### config.mk
export PLATFORM = sky130hd
export DESIGN_NAME = bfce_ctrl
export DESIGN_NICKNAME = d
export VERILOG_FILES = /design/src/rtl/bfce_pkg.sv /design/src/rtl/bfce_ctrl.sv
export VERILOG_INCLUDE_DIRS = /design/src /design/src/rtl
export SDC_FILE = /design/constraint.sdc
export NUM_CORES = 1
export LEC_CHECK = 0
export BUFFER_PORTS_ARGS = -buffer_cell sky130_fd_sc_hd__buf_2
export CORE_MARGIN = 3
export CORE_UTILIZATION = 40
export DETAILED_ROUTE_END_ITERATION = 7
export PLACE_DENSITY = 0.69
export SYNTH_ARGS = -nofsm -noshare
export SYNTH_HDL_FRONTEND = slang
export SYNTH_SLANG_ARGS = --single-unit
### constraint.sdc
create_clock -name clk -period 1.3 [get_ports clk]
set_input_delay 0.13 -clock clk [delete_from_list [all_inputs] [get_ports clk]]
set_output_delay 0.13 -clock clk [all_outputs]
set_load 0.02 [all_outputs]
### src/rtl/banked_flash_command_emulator_macros.svh
// Assertion macros used by the flash command emulator controller.
`ifndef BANKED_FLASH_COMMAND_EMULATOR_MACROS_SVH
`define BANKED_FLASH_COMMAND_EMULATOR_MACROS_SVH

// Same-cycle implication, disabled while reset is asserted
`define BFCE_ASSERT(lbl, clk, rst_n, ante, cons, msg) \
	lbl: assert property (@(posedge clk) disable iff (!(rst_n)) (ante) |-> (cons)) \
		else $error(msg);

// Next-cycle implication, disabled while reset is asserted
`define BFCE_ASSERT_NEXT(lbl, clk, rst_n, ante, cons, msg) \
	lbl: assert property (@(posedge clk) disable iff (!(rst_n)) (ante) |=> (cons)) \
		else $error(msg);

`endif

### src/rtl/bfce_pkg.sv
// Shared constants, types and controller/datapath interface structs.
package bfce_pkg;

	// Geometry
	localparam int BANK_BYTES   = 65536;
	localparam int SECTOR_BYTES = 4096;
	localparam int BANK_COUNT   = 2;
	localparam int ADDR_W       = $clog2(BANK_BYTES);
	localparam int SEC_W        = $clog2(SECTOR_BYTES);
	localparam int BANK_W       = $clog2(BANK_COUNT);
	localparam int MEM_AW       = BANK_W + ADDR_W;
	localparam int MEM_DEPTH    = BANK_COUNT * BANK_BYTES;

	// Stream payload widths
	localparam int DATA_W      = 8;
	localparam int ADDR_IN_W   = 16;
	localparam int S_TDATA_W   = 24;
	localparam int M_TDATA_W   = 8;

	// Configuration port
	localparam int APB_DW = 32;
	localparam int CFG_AW = 3;
	localparam int CFG_IW = CFG_AW - 2;
	localparam logic [CFG_IW-1:0] REG_MAKER_ID = CFG_IW'(0);
	localparam logic [CFG_IW-1:0] REG_PART_ID  = CFG_IW'(1);

	// Access kinds on tuser
	localparam logic OP_READ  = 1'b0;
	localparam logic OP_WRITE = 1'b1;

	// Bus addresses and bytes of the unlock sequence
	localparam logic [ADDR_W-1:0] ADDR_CMD     = ADDR_W'(16'h5555);
	localparam logic [ADDR_W-1:0] ADDR_UNLOCK2 = ADDR_W'(16'h2AAA);
	localparam logic [ADDR_W-1:0] ADDR_MAKER   = ADDR_W'(0);
	localparam logic [ADDR_W-1:0] ADDR_PART    = ADDR_W'(1);
	localparam logic [DATA_W-1:0] UNLOCK_BYTE1 = 8'hAA;
	localparam logic [DATA_W-1:0] UNLOCK_BYTE2 = 8'h55;
	localparam logic [DATA_W-1:0] ERASED_BYTE  = 8'hFF;

	// Command opcodes
	localparam logic [DATA_W-1:0] OPC_ID_ON        = 8'h90;
	localparam logic [DATA_W-1:0] OPC_ID_OFF       = 8'hF0;
	localparam logic [DATA_W-1:0] OPC_ARM_ERASE    = 8'h80;
	localparam logic [DATA_W-1:0] OPC_CHIP_ERASE   = 8'h10;
	localparam logic [DATA_W-1:0] OPC_SECTOR_ERASE = 8'h30;
	localparam logic [DATA_W-1:0] OPC_BYTE_WRITE   = 8'hA0;
	localparam logic [DATA_W-1:0] OPC_BANK_SEL     = 8'hB0;

	typedef enum logic [2:0] {
		CMD_OTHER,
		CMD_ID_ON,
		CMD_ID_OFF,
		CMD_ARM_ERASE,
		CMD_CHIP_ERASE,
		CMD_BYTE_WRITE,
		CMD_BANK_SEL
	} cmd_t;

	// Command sequence phase
	typedef enum logic [2:0] {
		PH_UNLOCK1 = 3'd0,
		PH_UNLOCK2 = 3'd1,
		PH_COMMAND = 3'd2,
		PH_DATA    = 3'd3,
		PH_BANK    = 3'd4
	} phase_t;

	// Controller states
	typedef enum logic [2:0] {
		ST_IDLE,
		ST_READ,
		ST_RESP,
		ST_WRITE,
		ST_SWEEP
	} state_t;

	// Controller to datapath
	typedef struct packed {
		logic              in_ready;
		logic              out_load;
		logic              mem_write;
		logic              sweep_init;
		logic              sweep_chip;
		logic              sweep_step;
		logic [BANK_W-1:0] bank;
		logic              id_mode;
	} dp_cmd_t;

	// Datapath to controller
	typedef struct packed {
		logic              new_read;
		logic              addr_cmd;
		logic              addr_unlock2;
		logic              sector_aligned;
		logic              data_unlock1;
		logic              data_unlock2;
		logic              data_sector;
		cmd_t              cmd;
		logic              bank_ok;
		logic [BANK_W-1:0] new_bank;
		logic              out_free;
		logic              sweep_last;
	} dp_status_t;

endpackage

### src/rtl/bfce_ctrl.sv
// Controller: access sequencing, command phase machine, ID mode and bank select.
`include "banked_flash_command_emulator_macros.svh"

module bfce_ctrl (
	input  logic                 clk,
	input  logic                 arst_n,
	input  logic                 s_tvalid,
	input  bfce_pkg::dp_status_t status,
	output bfce_pkg::dp_cmd_t    cmd
);
	import bfce_pkg::*;

	state_t            state_q;
	state_t            state_d;
	phase_t            phase_q;
	phase_t            phase_d;
	logic              id_mode_q;
	logic              id_mode_d;
	logic [BANK_W-1:0] bank_q;
	logic [BANK_W-1:0] bank_d;
	logic              go_sector;
	logic              go_chip;
	logic              byte_wr;

	// Decode of a write request against the current phase
	always_comb begin
		phase_d   = PH_UNLOCK1;
		id_mode_d = id_mode_q;
		bank_d    = bank_q;
		go_sector = 1'b0;
		go_chip   = 1'b0;
		byte_wr   = 1'b0;
		case (phase_q)
			PH_UNLOCK2: begin
				if (status.data_unlock2 && status.addr_unlock2) begin
					phase_d = PH_COMMAND;
				end
			end
			PH_COMMAND: begin
				if (status.addr_cmd && !status.data_sector) begin
					case (status.cmd)
						CMD_ID_ON:      id_mode_d = 1'b1;
						CMD_ID_OFF:     id_mode_d = 1'b0;
						CMD_ARM_ERASE:  phase_d = PH_UNLOCK1;
						CMD_CHIP_ERASE: go_chip = 1'b1;
						CMD_BYTE_WRITE: phase_d = PH_DATA;
						CMD_BANK_SEL:   phase_d = PH_BANK;
						default:        phase_d = PH_COMMAND;
					endcase
				end else if (status.data_sector && status.sector_aligned) begin
					go_sector = 1'b1;
				end
			end
			PH_DATA: begin
				byte_wr = 1'b1;
			end
			PH_BANK: begin
				if (status.bank_ok) begin
					bank_d = status.new_bank;
				end
			end
			default: begin
				if (status.data_unlock1 && status.addr_cmd) begin
					phase_d = PH_UNLOCK2;
				end
			end
		endcase
	end

	// Next state
	always_comb begin
		state_d = state_q;
		case (state_q)
			ST_IDLE: begin
				if (s_tvalid) begin
					state_d = status.new_read ? ST_READ : ST_WRITE;
				end
			end
			ST_READ: state_d = ST_RESP;
			ST_RESP: begin
				if (status.out_free) begin
					state_d = ST_IDLE;
				end
			end
			ST_WRITE: state_d = (go_sector || go_chip) ? ST_SWEEP : ST_IDLE;
			ST_SWEEP: begin
				if (status.sweep_last) begin
					state_d = ST_IDLE;
				end
			end
			default: state_d = ST_IDLE;
		endcase
	end

	// Outputs to the datapath
	always_comb begin
		cmd.in_ready   = (state_q == ST_IDLE);
		cmd.out_load   = (state_q == ST_RESP) && status.out_free;
		cmd.mem_write  = (state_q == ST_WRITE) && byte_wr;
		cmd.sweep_init = (state_q == ST_WRITE) && (go_sector || go_chip);
		cmd.sweep_chip = go_chip;
		cmd.sweep_step = (state_q == ST_SWEEP);
		cmd.bank       = bank_q;
		cmd.id_mode    = id_mode_q;
	end

	// State and command registers; reset starts with the clearing sweep
	always_ff @(posedge clk or negedge arst_n) begin
		if (!arst_n) begin
			state_q   <= ST_SWEEP;
			phase_q   <= PH_UNLOCK1;
			id_mode_q <= 1'b0;
			bank_q    <= '0;
		end else begin
			state_q <= state_d;
			if (state_q == ST_WRITE) begin
				phase_q   <= phase_d;
				id_mode_q <= id_mode_d;
				bank_q    <= bank_d;
			end
		end
	end

	`BFCE_ASSERT_NEXT(a_accept_dispatch, clk, arst_n, (state_q == ST_IDLE && s_tvalid), (state_q == ST_READ || state_q == ST_WRITE), "accepted request not dispatched")
	`BFCE_ASSERT_NEXT(a_data_phase_ends, clk, arst_n, (state_q == ST_WRITE && phase_q == PH_DATA), (phase_q == PH_UNLOCK1), "byte program did not close the sequence")
	`BFCE_ASSERT(a_sweep_from_command, clk, arst_n, (state_q == ST_WRITE && state_d == ST_SWEEP), (phase_q == PH_COMMAND), "erase started outside the command phase")
	`BFCE_ASSERT_NEXT(a_resp_holds, clk, arst_n, (state_q == ST_RESP && !status.out_free), (state_q == ST_RESP), "read result dropped while output busy")

endmodule

==> results of run 1 <==
area by class of cell:
class                      instances  area [um^2]  share of cell area
clock buffer                       4        26.28             0.02937
inverter                           2        7.507            0.008392
multi-input combinational         45        364.1              0.4070
sequential                         8        201.4              0.2252
tap                               15        18.77             0.02098
timing repair buffer              40        276.5              0.3091
stage by stage:
step	total power, mW	util	setup WS [ns]	instance area, um^2	instances
2_1_floorplan	0.7455	-	-0.02500	581.8	60
3_3_place_gp	0.8828	0.5488	-0.005908	732.0	101
3_5_place_dp	0.8879	0.5488	-0.02434	732.0	101
4_1_cts	1.246	0.6482	-0.1834	864.6	113
5_1_grt	1.385	0.6707	-0.2427	894.6	114
6_report	1.297	0.6707	-0.1851	894.6	114
timing repair:
action / 4_1_cts / 5_1_grt
gates resized for setup: 13 / 5
pin swaps: 3 / 1
gates cloned: 0 / 0
hold buffers: 1 / 0
buffers inserted: 7 / 1
setup endpoints to repair: 7 / 8
endpoints found under the hold margin: 8 / 0
sequential cells by signal, indices dropped and copies added, names as in the netlist:
signal and flops:
state_q 3, bank_q 1, phase_q 3, id_mode_q 1
critical path: stages (launching register included):
cell and delay, ns:
dfstp_2 0.55, and3b_2 0.24, and4b_1 0.19, buf_6 0.13
per-layer routing:
metal / vias up / wire [um]
met5: - / 0
met3: 2 / 104
met1: 280 / 627
li1: 301 / -
met2: 22 / 741
met4: 0 / 11
worst paths after layout:
kind,end,cells past startpoint,from
max in group asynchronous,state_q[2],2,arst_n
min in group asynchronous,bank_q,2,arst_n
min reg2reg,bank_q,1,bank_q
min,state_q[2],3,status[0]
max,cmd[5],3,state_q[2]
max reg2reg,bank_q,4,state_q[2]
cells by family (layout without fill, tap and decap cells):
family          Yosys count  after routing  synth area share
mux                       1              1           0.02602
compound gates           12             12            0.1540
flops                     8              8            0.3493
buf+inv                   7             46           0.08460
simple gates             32             32            0.3861
power by group:
| group | leakage [nW] | switching [mW] | internal, mW |
|---|---|---|---|
| Sequential | 0.102 | 0.0493 | 0.321 |
| Clock | 0.0150 | 0.0900 | 0.118 |
| Combinational | 0.314 | 0.353 | 0.366 |
| Total | 0.431 | 0.492 | 0.805 |
layout by cell type (no fill, tap or decap), types with 2 or more instances in the layout:
cell type,count
o21bai_1,2
and2_1,2
nand3b_1,2
nand4b_1,2
buf_6,5
nor2b_1,3
inv_1,2
nand3_1,2
nor2_1,4
nor3b_2,2
buf_4,16
dfrtp_1,7
nand2_1,5
clkbuf_4,3
buf_2,18
cell usage after synthesis, drive strengths merged:
cell | instances | share of area
dfrtp | 7 | 0.30
nand2 | 6 | 0.039
buf | 5 | 0.072
nor2 | 4 | 0.026
nor2b | 3 | 0.033
nor3b | 3 | 0.048
and2 | 2 | 0.022
and3b | 2 | 0.030
and4bb | 2 | 0.043
inv | 2 | 0.013
nand3 | 2 | 0.017
nand3b | 2 | 0.026
nand4b | 2 | 0.030
nor3 | 2 | 0.017
o21bai | 2 | 0.026
o2bb2ai | 2 | 0.030
a21oi | 1 | 0.0087
a2bb2oi | 1 | 0.015
a31oi | 1 | 0.011
a32oi | 1 | 0.015
a41oi | 1 | 0.015
and4b | 1 | 0.017
dfstp | 1 | 0.046
mux2 | 1 | 0.026
nand4 | 1 | 0.037
o211ai | 1 | 0.013
o21ai | 1 | 0.0087
o22ai | 1 | 0.011
==> metrics.txt, run 1 <==
VDD IR-drop max 1.333 mV; syn avg cell area 9.613 um^2; Post-DRT Antenna Nets 0; setup_tns -0.8399 ns; met2 GRT Util 0.3198; clk sinks 8; # rows 13; RSZ-0062 raised after global routing yes; crit-path max FO 4; H-tree depth 1; Worst-Margin Slew 0.2772 ns; Max Clock Freq just under 700 MHz; #FFs+latches synth 8; gr usage total 0.1733; routability congestion estimate ~0.82; Worst setup SP type flip-flop; count of different cell masters after synthesis 31; CP Data Required Time 1.17 ns; Detail Placement HPWL 1.047 mm; Reg clk slew, reported paths 0.05 ns; busiest grt layer met2; Nets 117; PwrDens 1450 nW/um^2; Synth warnings 0; # DRC 0; Final WS setup -0.1851 ns; DR iter-0 viols 10; I/O Buffers 24; outcome finished, violations left; Mapped Nets 77; gr ovfl total 0; largest net degree at the start of global routing 9; Worst Skew between 0.007 and 0.008 ns; Fin. Hold Viols 0; Seq/Total Area, Yosys 0.3492; Die X 43.98 um; max cap viols 0; failing checks negative setup slack; Synth Instances 60; met1 usage 0.1788; met3 GRT Util 0.06224; Routed WL per cell 13.02 um; antenna diode count 0; DR vias slightly above 600; vias per std cell 5.307; period utilization 1.142; Initial Util 0.4325; Ports 25; first-pass GRT wire length 2.428 mm; Tmin final around 1.5 ns; total CTS buffers 3; synthesis-to-layout area growth 55.10%; R2R Setup Slk -0.12 ns; Core Area 1334 um^2; Leak 0.4309 nW; max_slew headroom 0.8145; Die Ht 43.98 um; TritonRoute pass-1 iters 4; arrival time worst endpoint 1.36 ns; Setup-failing EPs final 6; worst hold slack 0.09990 ns; kind of critical path flip-flop to output pin; clock root buffer clkbuf_4; initial antenna violation count 0; layout cells sized above 1 0.5354; Worst-Skew Late Latency around 0.26 ns; Worst Setup End Kind output pin; WL final 1.484 mm; clk buf depth 2; max-slew violations 0; CTS tree done; vias in the first global route 592; Syn Std Cell Area just under 600 um^2; Die ar. 1934 um^2; Hold Crit Class primary input to flip-flop; layout filler cell count 108
(Power assumes the default switching activity.)
==> run 2: changes to the inputs <==
CORE_AREA = 3 3 40 42   (was default)
CORE_MARGIN = default   (was 3)
CORE_UTILIZATION = default   (was 40)
DIE_AREA = 0 0 43 45   (was default)
PLACE_DENSITY = 0.71   (was 0.69)
clock period = 1.6 ns   (was 1.3 ns; I/O delays follow)
==> run 2 against run 1 <==
Net effect: routed wire length increased by 4.4%; total power decreased by 25%; clock-buffer cell count unchanged; clock power decreased by 13%; sequential power decreased by 9.7%; via count decreased by 0.50%; the flow now finishes without violations; sequential share of layout area increased by 2.9 points; critical path depth unchanged; critical endpoint unchanged; global-route usage decreased by 1.5 points; first-iteration DRC count decreased by 30%; final cell count decreased by 6.1%.
==> metrics.txt, run 2 (same netlist as run 1, synthesis figures left out) <==
TritonRoute pass-1 iters 3 (-1); clk sinks 8 (unchanged); slowest stage cell, crit path dfstp_2; DR vias 602 (-0.50%); Reg clk slew, reported paths 0.06 ns (about the same); R2R Setup Slk 0.12 ns (+0.24 ns); CP Data Required Time 1.44 ns (+0.27 ns); CP Launch Point state_q[2]; WL final 1.550 mm (+4.4%); total CTS buffers 3 (unchanged); Tmin final 1.583 ns; period utilization 0.9891; routability congestion estimate 0.7363 (-9.7%); gr ovfl total 0 (unchanged); largest net degree at the start of global routing 9 (unchanged); commonest non-fill, non-tap cell in the layout buf_2; RSZ-0062 raised after global routing yes; hold path depth 3 (unchanged); Die ar. 1935 um^2 (about the same); clock root buffer clkbuf_4; antenna diode count 0 (unchanged); Worst R2R Path Depth 4 (unchanged); Final WS setup 0.01744 ns (+0.2025 ns); gr usage total 0.1584 (-0.01486); H-tree depth 1 (unchanged); max_slew headroom 0.7351 (-0.07944); Ports 25 (unchanged); layout cells sized above 1 0.5000 (-0.03535); reg-to-reg startpoint state_q[2]; crit-path max cell delay 0.57 ns (+0.02 ns); crit-path max FO 7 (+3); Worst setup SP type flip-flop; capture point of the worst path cmd[5]; # DRC 0 (unchanged); max cap viols 0 (unchanged); arrival time worst endpoint 1.42 ns (+0.06 ns); Initial Util 0.4489 (+0.01642); I/O Buffers 24 (unchanged); Detail Placement HPWL 1.046 mm (-0.12%); synthesis-to-layout area growth 39.05%; biggest regs phase_q: 3 flops, state_q: 3 flops; worst-path cell chain and3b_2, and4b_1, buf_6; outcome finished, final reports clean; CTS tree done; Worst Setup End Kind output pin; max-slew violations 0 (unchanged); initial antenna violation count 0 (unchanged); Hold Crit Class primary input to flip-flop; worst reg2reg endpoint bank_q; # rows 13 (unchanged); Leak 0.3801 nW (-12%); Worst-Skew Late Latency 0.27 ns (about the same); Routed WL per cell 14.49 um (+11%); DR iter-0 viols 7 (-3); Fin. Hold Viols 0 (unchanged); clk buf depth 2 (unchanged); worst hold slack 0.1020 ns (+0.002114 ns); most frequent cells in the layout buf_2 (21), buf_4 (10), dfrtp_1 (5); first-pass GRT wire length 2.263 mm (-6.8%); Post-DRT Antenna Nets 0 (unchanged); Core Area 1285 um^2 (-3.7%); Worst-Margin Slew 0.3966 ns (+0.1194 ns); VDD IR-drop max 0.8669 mV (-35%); Max Clock Freq about 630 MHz; Worst Skew 0.009325 ns (+0.002131 ns); dpl ws 0.2087 ns (+0.2331 ns); PwrDens 1217 nW/um^2 (-16%); kind of critical path flip-flop to output pin; Die X 43 um (-2.2%); Setup-failing EPs final 0 (-6); Nets 110 (-6.0%); vias per std cell 5.626 (+6.0%); vias in the first global route 542 (-8.4%); setup_tns 0 ns (+0.8399 ns); Die Ht 45 um (+2.3%)
==> run 2: changes by cell type in the layout (fill, tap and decap cells not counted), sizes merged <==
| cell | delta |
|---|---|
| buf | -7 |
==> run 2: timing repair <==
action | in CTS | in global routing
buffers inserted | 3 | 3
pin swaps | 1 | 2
endpoints found under the setup margin | 3 | 3
resized for setup | 2 | 9
hold buffers | 1 | 0
hold endpoints to repair | 8 | 0
==> run 2: worst min-delay path by stage <==
stage,startpoint,end,slack (ns)
after detailed placement,arst_n,bank_q,0.02
after floorplan,arst_n,bank_q,-0.14
after CTS,status[0],state_q[2],0.11
final,status[0],state_q[2],0.10
after global routing,s_tvalid,state_q[0],0.13
after global placement,arst_n,bank_q,0.01
==> run 2: where the power goes <==
part	switching, mW	internal, mW	total (mW)
Sequential	0.0711	0.264	0.335
Clock	0.0841	0.0964	0.180
Combinational	0.228	0.233	0.461
Total	0.383	0.593	0.976
==> run 2: critical path, delay by kind of cell, from the launching register on <==
family | cells | cell delay [ns]
buffers and inverters | 1 | 0.13
and+or+nand+nor | 2 | 0.45
DFF | 1 | 0.57
==> run 2: through the flow <==
stage            util  std cells  power (mW)  area [um^2]
4_1_cts        0.5842        104      0.8910        750.7
6_report       0.6241        107      0.9764        802.0
5_1_grt        0.6241        107       1.032        802.0
3_5_place_dp   0.5365         96      0.6805        689.4
2_1_floorplan       -         60      0.6022        576.8
3_3_place_gp   0.5365         96      0.6732        689.4
==> run 2: layout make-up <==
cell class	instances	area (um^2)
fill	116	483.0
multi-input combinational	45	344.1
sequential	8	203.9
timing repair buffer	33	201.4
clock buffer	4	26.28
tap	15	18.77
inverter	2	7.507
==> run 2: per-layer routing <==
| layer | vias to the layer above | GRT usage | wire, um |
|---|---|---|---|
| met5 | - | 0 | 0 |
| li1 | 285 | - | - |
| met4 | 0 | 0.09639 | 74 |
| met3 | 10 | 0.05179 | 108 |
| met1 | 279 | 0.1794 | 633 |
| met2 | 28 | 0.2605 | 734 |
==> run 3: changes to the inputs <==
CORE_AREA = default   (was 3 3 40 42)
CORE_MARGIN = 3   (was default)
CORE_UTILIZATION = 30   (was default)
DIE_AREA = default   (was 0 0 43 45)
PLACE_DENSITY = 0.52   (was 0.71)
clock period = 1.5 ns   (was 1.6 ns; I/O delays follow)
==> run 3 against run 2 <==
Net effect: the flow now finishes with violations (negative setup slack); clock skew about the same; register-to-register slack worse by 0.08 ns; non-clock buffer count is 4 higher; routed wire length decreased by 5.4%; die area increased by 28%; total power rose by 9.2%; design area increased by 7.6%; critical endpoint unchanged; combinational power grew 22%; hold slack better by 0.0049 ns; critical path depth unchanged.
==> metrics.txt, run 3 (same netlist as run 1, synthesis figures left out) <==
Final Non-Filler Cells 121 (+13%); VDD IR-drop max 0.7113 mV (-18%); Routed WL per cell 12.12 um (-16%); CP Buf/Inv Count 1 (unchanged); outcome finished, violations left; PwrDens 1235 nW/um^2 (+1.4%); Reg clk slew, reported paths 0.05 ns (about the same); clk buf depth 2 (unchanged); crit-path max FO 5 (-2); Initial Util 0.3270 (-0.1219); slowest stage cell, crit path dfstp_2; Post-DRT Antenna Nets 0 (unchanged); Die ar. 2485 um^2 (+28%); Hold Crit Class primary input to flip-flop; DR iter-0 viols 15 (+8); Worst Setup End Kind output pin; commonest non-fill, non-tap cell in the layout buf_2; TritonRoute pass-1 iters 4 (+1); Die Ht 49.85 um (+11%); CP Data Required Time 1.35 ns (-0.09 ns); CTS tree done; H-tree depth 1 (unchanged); # rows 15 (+2); Final WS setup -0.02763 ns (-0.04507 ns); max-slew violations 0 (unchanged); CP delay by family, top flip-flops; metal2 WL 643 um (-12%); Detail Placement HPWL 1.023 mm (-2.2%); Worst-Margin Slew 0.3730 ns (-0.02353 ns); most frequent cells in the layout buf_2 (21), buf_4 (12), dfrtp_1 (6); kind of critical path flip-flop to output pin; period utilization 1.018; biggest regs phase_q: 3 flops, state_q: 3 flops; arrival time worst endpoint 1.38 ns (-0.04 ns); clk sinks 8 (unchanged); Worst Skew 0.009041 ns (-0.0002841 ns); Fin. Hold Viols 0 (unchanged); met1 WL 649 um (+2.5%); WL final 1.466 mm (-5.4%); Worst-Skew Late Latency 0.26 ns (about the same); placed cells 109 (+14%); Max Clock Freq 654.6 MHz; worst-path cell chain and3b_2, and4b_1, buf_6; Tmin final 1.528 ns; wire length on met3 159 um (+47%); Die X 49.85 um (+16%); total CTS buffers 3 (unchanged); Top Metal Used met4; DR vias 600 (-0.33%); antenna diode count 0 (unchanged); vias per std cell 4.959 (-12%); Setup-failing EPs final 1 (+1); gr usage total 0.1396 (-0.01882); worst hold slack 0.1069 ns (+0.004884 ns); max cap viols 0 (unchanged); layout cells sized above 1 0.5208 (+0.02083); first-pass GRT wire length 2.628 mm (+16%); vias in the first global route 567 (+4.6%); initial antenna violation count 0 (unchanged); crit-path max cell delay 0.55 ns (-0.02 ns); final core occ 0.4894 (-0.1348); failing checks negative setup slack; max_slew headroom 0.7513 (+0.01623); I/O Buffers 24 (unchanged); RSZ-0062 raised after global routing yes; Ports 25 (unchanged); Core Area 1764 um^2 (+37%); synthesis-to-layout area growth 49.67%; # DRC 0 (unchanged); clock root buffer clkbuf_4; Worst setup SP type flip-flop; routability congestion estimate 0.7439 (+1.0%); gr ovfl total 0 (unchanged); largest net degree at the start of global routing 9 (unchanged); Nets 114 (+3.6%); Leak 0.4160 nW (+9.4%)
## run 3: where the power goes
part           total [mW]  switching (mW)  internal [mW]  leakage (nW)
Clock               0.184          0.0820          0.102        0.0150
Combinational       0.561           0.286          0.274         0.300
Sequential          0.321          0.0400          0.281         0.101
Total                1.07           0.408          0.658         0.416
## run 3: final timing paths
path                       cells past startpoint       start  slack, ns    endpoint
max                                            3  state_q[2]      -0.03      cmd[5]
min                                            3   status[0]       0.11  state_q[2]
max reg2reg                                    4  state_q[2]       0.04      bank_q
min reg2reg                                    1      bank_q       0.50      bank_q
max in group asynchronous                      2      arst_n       0.98  state_q[2]
min in group asynchronous                      2      arst_n       0.26   id_mode_q
## run 3: what timing repair did
action	4_1_cts	5_1_grt
gates resized for setup	8	7
hold buffers	1	0
setup endpoints to repair	3	5
hold endpoints to repair	8	0
cloned	0	0
pin swaps	1	4
buffers inserted	5	2
## run 3: layout make-up
type	count	area, um^2
fill	190	900.9
inverter	2	7.507
sequential	8	202.7
timing repair buffer	37	239.0
clock buffer	4	26.28
multi-input combinational	45	356.6
tap	25	31.28
## run 3: per-layer routing
layer,GRT usage,up-vias
met5,0,-
met2,0.2181,27
met4,0.04147,0
met1,0.1707,277
li1,-,294
met3,0.06344,2
## run 3: worst reg2reg max path, delay by kind of cell (launching register included)
kind	cells	cell delay (ns)
buffers and inverters	1	0.17
and+or+nand+nor	2	0.35
DFF	1	0.55
muxes	1	0.29
## run 3: through the flow
stage	setup TNS, ns	worst slack [ns]	cell area (um^2)	total power [mW]
6_report	-0.02763	-0.02763	863.3	1.066
5_1_grt	-0.3078	-0.09484	863.3	1.162
4_1_cts	-0.03947	-0.01445	823.3	1.034
3_5_place_dp	0	0.1150	724.4	0.7546
3_3_place_gp	0	0.1331	724.4	0.7576
2_1_floorplan	0	0.1173	576.8	0.6423
